<file path="config.mk">
export PLATFORM = sky130hd
export DESIGN_NAME = rah_divider
export DESIGN_NICKNAME = d
export VERILOG_FILES = /design/src/rtl/rah_pkg.sv /design/src/rtl/rah_divider.sv
export SDC_FILE = /design/constraint.sdc
export NUM_CORES = 1
export LEC_CHECK = 0
export ABC_AREA = 0
export BUFFER_PORTS_ARGS = -buffer_cell sky130_fd_sc_hd__buf_2
export CAP_MARGIN = 20
export CORE_MARGIN = 2
export CORE_UTILIZATION = 60
export CTS_CLUSTER_SIZE = 12
export DETAILED_ROUTE_END_ITERATION = 7
export GPL_TIMING_DRIVEN = 0
export PLACE_DENSITY = 0.82
export SYNTH_ARGS = -nofsm -noshare
export SYNTH_HDL_FRONTEND = slang
export SYNTH_SLANG_ARGS = --single-unit
export TNS_END_PERCENT = 50
</file>
<file path="constraint.sdc">
create_clock -name i_clk -period 5.46 [get_ports i_clk]
set_input_delay 1.092 -clock i_clk [delete_from_list [all_inputs] [get_ports i_clk]]
set_output_delay 1.092 -clock i_clk [all_outputs]
set_load 0.02 [all_outputs]
</file>
<file path="src/rtl/rah_pkg.sv">
// ----------------------------------------------------------------------------
// rah_pkg
// Shared types and constants of the region access histogram.
// ----------------------------------------------------------------------------
package rah_pkg;

    localparam int ADDR_W     = 48;
    localparam int CNT_W      = 32;
    localparam int MAX_REG    = 16;
    localparam int REG_W      = 4;
    localparam int USED_W     = 5;
    localparam int OBJ_W      = 8;
    localparam int NOBJ_W     = 9;
    localparam int OSZ_W      = 16;
    localparam int MEM_AW     = REG_W + OBJ_W;
    localparam int STAT_W     = 3;
    localparam int KCNT_W     = 4;

    localparam logic [OSZ_W-1:0] OBJ_SIZE_RESET = 16'd1536;

    localparam logic [1:0] ACT_INSERT = 2'd0;
    localparam logic [1:0] ACT_REMOVE = 2'd1;
    localparam logic [1:0] ACT_ACCESS = 2'd2;
    localparam logic [1:0] ACT_READ   = 2'd3;

    localparam logic [STAT_W-1:0] ST_OK        = 3'd0;
    localparam logic [STAT_W-1:0] ST_FULL      = 3'd1;
    localparam logic [STAT_W-1:0] ST_TOO_LARGE = 3'd2;
    localparam logic [STAT_W-1:0] ST_NOT_FOUND = 3'd3;
    localparam logic [STAT_W-1:0] ST_OUTSIDE   = 3'd4;
    localparam logic [STAT_W-1:0] ST_BAD_INDEX = 3'd5;

    typedef enum logic [3:0] {
        S_IDLE,
        S_INS_CHK,
        S_INS_DIV,
        S_CLEAR,
        S_REMOVE,
        S_SEARCH,
        S_ACC_DIV,
        S_ACC_RD,
        S_READ,
        S_RD_WAIT,
        S_RESULT
    } t_state;

    typedef struct packed {
        logic [ADDR_W-1:0] start;
        logic [ADDR_W-1:0] size;
        logic [NOBJ_W-1:0] nobj;
        logic [OSZ_W-1:0]  obj;
        logic [REG_W-1:0]  slot;
    } t_entry;

    typedef struct packed {
        logic [STAT_W-1:0] status;
        logic [REG_W-1:0]  region;
        logic [OBJ_W-1:0]  object;
        logic [CNT_W-1:0]  count;
    } t_result;

    typedef struct packed {
        logic              we;
        logic [MEM_AW-1:0] addr;
        logic [CNT_W-1:0]  wdata;
    } t_mem_req;

endpackage

</file>
<file path="src/rtl/rah_divider.sv">
// ----------------------------------------------------------------------------
// rah_divider
// Restoring divider, one quotient bit per cycle, quotient below 512.
// ----------------------------------------------------------------------------
module rah_divider (
    input  logic                       i_clk,
    input  logic                       i_rst_n,
    input  logic                       i_start,
    input  logic [rah_pkg::ADDR_W-1:0] i_dividend,
    input  logic [rah_pkg::OSZ_W-1:0]  i_divisor,
    output logic                       o_done,
    output logic [rah_pkg::NOBJ_W-1:0] o_quot,
    output logic                       o_rem_nz
);

    logic                        r_busy;
    logic                        r_done;
    logic [rah_pkg::KCNT_W-1:0]  r_k;
    logic [rah_pkg::ADDR_W-1:0]  r_rem;
    logic [rah_pkg::OSZ_W-1:0]   r_div;
    logic [rah_pkg::NOBJ_W-1:0]  r_q;
    logic [rah_pkg::ADDR_W-1:0]  trial;
    logic                        ge;

    assign trial = rah_pkg::ADDR_W'(r_div) << r_k;
    assign ge    = (r_rem >= trial);

    always_ff @(posedge i_clk) begin
        if (!i_rst_n) begin
            r_busy <= 1'b0;
            r_done <= 1'b0;
        end else begin
            r_done <= 1'b0;
            if (i_start) begin
                r_busy <= 1'b1;
            end else if (r_busy && r_k == '0) begin
                r_busy <= 1'b0;
                r_done <= 1'b1;
            end
        end
    end

    always_ff @(posedge i_clk) begin
        if (i_start) begin
            r_rem <= i_dividend;
            r_div <= i_divisor;
            r_k   <= rah_pkg::KCNT_W'(rah_pkg::NOBJ_W - 1);
            r_q   <= '0;
        end else if (r_busy) begin
            r_q   <= {r_q[rah_pkg::NOBJ_W-2:0], ge};
            r_rem <= ge ? r_rem - trial : r_rem;
            r_k   <= r_k - 1'b1;
        end
    end

    assign o_done   = r_done;
    assign o_quot   = r_q;
    assign o_rem_nz = |r_rem;

endmodule

</file>
# ---- Word-level counts from Yosys, hierarchy flattened
# Cells that the tools add are included.
dict set report totals {
  in_bits 67
  ff_bits 79
  wordCells 25
}
dict set report op_classes {
  n_bitwise 1
  mux 6
  addsub 2
  n_lt_le_gt_ge 1
  shift 1
  reduce_logical 8
}
# op count
set op_table {}
lappend op_table {{two-way mux 48 bit} 3}
lappend op_table {{greater-or-equal comparator 48 bit} 1}
lappend op_table {{OR reduction 48 bit} 1}
lappend op_table {{left shift 16 x 4 -> 48 bit} 1}
lappend op_table {{subtractor 48 bit} 1}
lappend op_table {{nonzero test 2 bit} 3}
lappend op_table {{zero test 4 bit} 1}
lappend op_table {{subtractor 4 x 1 -> 4 bit, second input constant} 1}
lappend op_table {{two-way mux 1 bit} 3}
lappend op_table {{AND reduction 2 bit} 1}
lappend op_table {{OR reduction 2 bit} 1}
lappend op_table {{logical AND 1 bit} 1}
lappend op_table {{NOT 1 bit} 1}

# ---- Longest topological paths before layout
dict set report depth {
  ltp_word 5
  depth_mapped 17
  mapped_depth_nobuf 15
}

# ---- Worst setup path after synthesis
# Ideal clock, no wire load.
dict set report synth_path {
  kind {register to register}
  from {register r_k[0] (netlist bit)}
  to {register r_rem[0] (netlist bit), enable pin}
  setup_time_ns 0.584
  arrival_time_ns 4.166
  slack_ns 0.710
  synth_period_minus_slack_ns 4.750
  path_stages_with_launch 16
  n_path_buf 2
  required_time_ns 4.876
  path_cell_list {dfxtp_1 buf_2 buf_1 inv_1 a211oi_1 a21oi_1 mux2_2 a22oi_1 ha_1 a21o_1 a31o_2 a41oi_1 o211ai_1 a21o_1 o21ai_0 nand2_1}
}
dict set report synth_via {
  elab_chain_len 4
}
# element line
set synth_rtl {}
lappend synth_rtl {{start: declaration} rah_divider.sv:18} ;# logic [rah_pkg::KCNT_W-1:0] r_k;
lappend synth_rtl {{start signal: assignment} rah_divider.sv:47} ;# r_k <= rah_pkg::KCNT_W'(rah_pkg::NOBJ_W - 1);
lappend synth_rtl {{start signal: assignment} rah_divider.sv:52} ;# r_k <= r_k - 1'b1;
lappend synth_rtl {{left shift 16 x 4 -> 48 bit} rah_divider.sv:25} ;# assign trial = rah_pkg::ADDR_W'(r_div) << r_k;
lappend synth_rtl {{greater-or-equal comparator 48 bit} rah_divider.sv:26} ;# assign ge = (r_rem >= trial);
lappend synth_rtl {{nonzero test 2 bit (no line)} -}
lappend synth_rtl {{AND reduction 2 bit (no line)} -}
lappend synth_rtl {{end signal: assignment} rah_divider.sv:45} ;# r_rem <= i_dividend;
lappend synth_rtl {{end signal: assignment} rah_divider.sv:51} ;# r_rem <= ge ? r_rem - trial : r_rem;
lappend synth_rtl {{end: declaration} rah_divider.sv:19} ;# logic [rah_pkg::ADDR_W-1:0] r_rem;
# No other way between the ends.
# A chain may end at the register's enable or synchronous reset.

# ---- Worst setup path in the final report
# Same ends and word-level chain as after synthesis.

==> flow_summary.yaml <==
yosys:
  syn-num-nets: 833
  yosys_warnings: 0
  synth-seq-cells: 79
  ys_top_cells_by_area: "edfxtp_1 (30%), ha_1 (6.5%), nand2_1 (5.6%), dfxtp_1 (4.7%), o21ai_0 (4.6%)"
  yosysMostFrequentCell: "nand2_1"
  synth_common_cells: "nand2_1 (95), edfxtp_1 (64), nor2_1 (60)"
  synth_edf_count: 64
  netlist_instances: 732
  synth_flop_cell: "edfxtp_1"
  mappedNetlistArea_sq_mm: 0.00638
  async_flop_share: 0
  synth.avg_cell_area_sq_um: 8.71
  synth_cell_types: 67
  seq_area_frac_synth: 0.349
  synth_top_area_cell: "edfxtp_1"
  yosysTopAreaCellShare: 0.301
die:
  fp-row-count: 37
  die_w_microns: 107
  pin_count: 78
  fp.dieArea_sq_mm: 0.0115
  start_util: 0.618
  die_h_microns: 107
  core_sq_mm: 0.0103
timing:
  maxSlewViolCount: 0
  finalCritPeriodShare: 0.939
  whs_ns: 0.503
  worst_slew_pin_slew_ns: 1.06
  relSlewSlack: 0.293
  finalHoldViolCount: 0
  setup_viol: 0
  finClkSkew_ns: 0.0191
  tns_ns: 0
  period_needed_ns: 5.13
  rsz0062_at_grt: "false"
  fmax_mhz: 195
worst_setup_path:
  rr_startpoint: "r_k[0]"
  crit_arrival_ns: 5.20
  rrSetupSlack_ns: 0.33
  reg2reg_depth: 15
  cp_slowest_stage_delay_ns: 0.54
  r2r-end: "r_rem[0]"
  crit_path_end_kind: "register"
  cp_common_cell: "a21oi_1"
  crit_family: "compound AO/OA/AOI/OAI gates"
  crit_type: "register to register"
  path_max_fanout: 29
  crit_buf_inv: 4
  cp-start-kind: "register"
  path_cells: "buf_2 > clkbuf_2 > clkbuf_1 > a21oi_1 > mux2i_1 > or2_2 > ha_1 > a21oi_1 > o21ai_0 > a21oi_1 > o211ai_1 > a21o_1 > o21ai_0 > nand2_4 > buf_12"
  cp.required_ns: 5.53
  cp_slowest_cell: "o21ai_0"
detailed_routing:
  viasPerCell: 6.45
  drt_iter0_markers: 725
  vias: 6208
  ant_nets: 0
  drt-pass1-iter-count: 5
  finalWirelength_microns: 19400
  wire_per_inst_microns: 20.2
  drc: 0
pwr:
  power.density_mw_per_mm2: 453
  peakVddDrop_uv: 229
  leakage_nw: 2.80
  fin_total_pwr_mw: 3.24
final_layout:
  fillCellCount: 843
  drive_gt1_frac: 0.162
  nets: 922
  multi_input_area_sq_mm: 0.00391
  n_antenna_cell: 0
  area_growth_pct: 12.2
  seqCellArea_sq_mm: 0.00222
  postLayoutCoreUtil: 0.693
  fin_cells: 962
grt:
  grt_pass1_wl_microns: 30400
  grt_start_max_net_pins: 30
  antenna_found_initial: 0
  grt_overflow: 0
  grt_usage: 0.346
  grt_pass1_vias: 5957
clocking:
  clkSinkCount: 79
  htreeDepth: 3
  cts_setup_buffers: 0
  tritoncts: "built"
  clkLatencyLatePin_ns: 0.39
  cts-buffers-inserted: 9
  clockBufferDepth: 2
  cts-resized-gates: 0
  holdBufCountCts: 0
  clkTransAtPathRegs_ns: 0.09
  cts-root-buf: "clkbuf_8"
worst_hold_path:
  hold_path.class: "register to register"
  hold_end: "o_quot[0]"
  holdPathStages: 2
  holdCritStartpoint: "o_quot[0]"
place:
  dp_hpwl_microns: 15200
  dp.cells: 946
  routabilityCongestion: 0.979
  port_buffers: 77
job:
  cap_violations: 0
outcome:
  status: "finished clean"
[state kept, by name (all words and copies together) (netlist names)]
register  count
r_rem        48
r_div        16
o_quot        9
r_k           4
o_done        1
r_busy        1
[worst max path at each step]
stage / startpoint / to / slack, ns / cells past startpoint
after detailed placement: r_k[1] / r_rem[9] / 0.30 / 15
after floorplan: r_k[0] / r_rem[0] / 0.71 / 15
final: r_k[0] / r_rem[0] / 0.33 / 15
after global placement: r_k[0] / r_rem[8] / -0.66 / 15
after global routing: r_k[0] / r_rem[13] / 0.03 / 16
after CTS: r_k[0] / r_rem[10] / 0.21 / 16
[through the flow]
step | setup WS (ns) | cell area (sq um)
6_report | 0.331 | 7150
5_1_grt | 0.0283 | 7150
3_3_place_gp | -0.662 | 6930
3_5_place_dp | 0.296 | 6950
2_1_floorplan | 0.710 | 6380
4_1_cts | 0.211 | 7140
[final cells by class]
| class | instances | share of cell area |
|---|---|---|
| multi-input cells | 593 | 0.546 |
| flip-flops and latches | 79 | 0.311 |
| repair buffers | 78 | 0.0567 |
| plain buffers | 37 | 0.0241 |
| well taps | 136 | 0.0238 |
| clock buffers | 11 | 0.0212 |
| inverters | 23 | 0.0121 |
| clock inverters | 5 | 0.00542 |
[power by group]
part / internal, mW / leakage [nW] / switching [mW] / total, mW
Clock: 0.194 / 0.101 / 0.243 / 0.437
Sequential: 0.829 / 0.767 / 0.112 / 0.941
Combinational: 0.706 / 1.93 / 1.16 / 1.87
Total: 1.73 / 2.80 / 1.51 / 3.24
[worst register-to-register path: cells and delay by family, from the launching register on]
kind | cells | cell delay, ns
buf+inv | 4 | 0.98
simple gates | 2 | 0.70
flops | 1 | 0.31
compound gates | 7 | 2.23
fa+ha+maj | 1 | 0.40
mux | 1 | 0.18
[cell usage in the layout (no fill, tap or decap), drive strengths merged, types with 3 or more instances in the layout]
cell    instances
nor2           60
mux4            9
o21ai          59
and3            8
a22oi           5
mux2            9
a311oi          3
o21a            5
or3             9
edfxtp         64
mux2i          20
nand2b          6
a311o           4
nor4           11
nand3          23
nor2b          12
inv            26
ha             33
buf            85
a21o           11
dfxtp          15
a21oi          53
nand4          17
nand2          95
a41oi           3
and2            6
o211ai         13
nor3           18
clkbuf         41
o21bai          7
and4            5
a211oi          6
a31oi           9
or2             6
xor2            9
o31ai           5
xnor2          19
or4             8
[kinds of logic after synthesis]
| kind of cell | synth area share |
|---|---|
| flip-flops | 0.349 |
| adder cells (fa/ha/maj) | 0.0679 |
| buffers and inverters | 0.0400 |
| AND/OR/NAND/NOR | 0.222 |
| multiplexers | 0.0791 |
| XOR/XNOR | 0.0385 |
| AO/OA/AOI/OAI | 0.204 |
[metal layers]
layer	GRT usage	wire [microns]
met5	0	0
met2	0.533	8540
met3	0.0687	2080
met1	0.488	8350
met4	0.114	425
No activity file was read; power rests on OpenSTA's default activity.
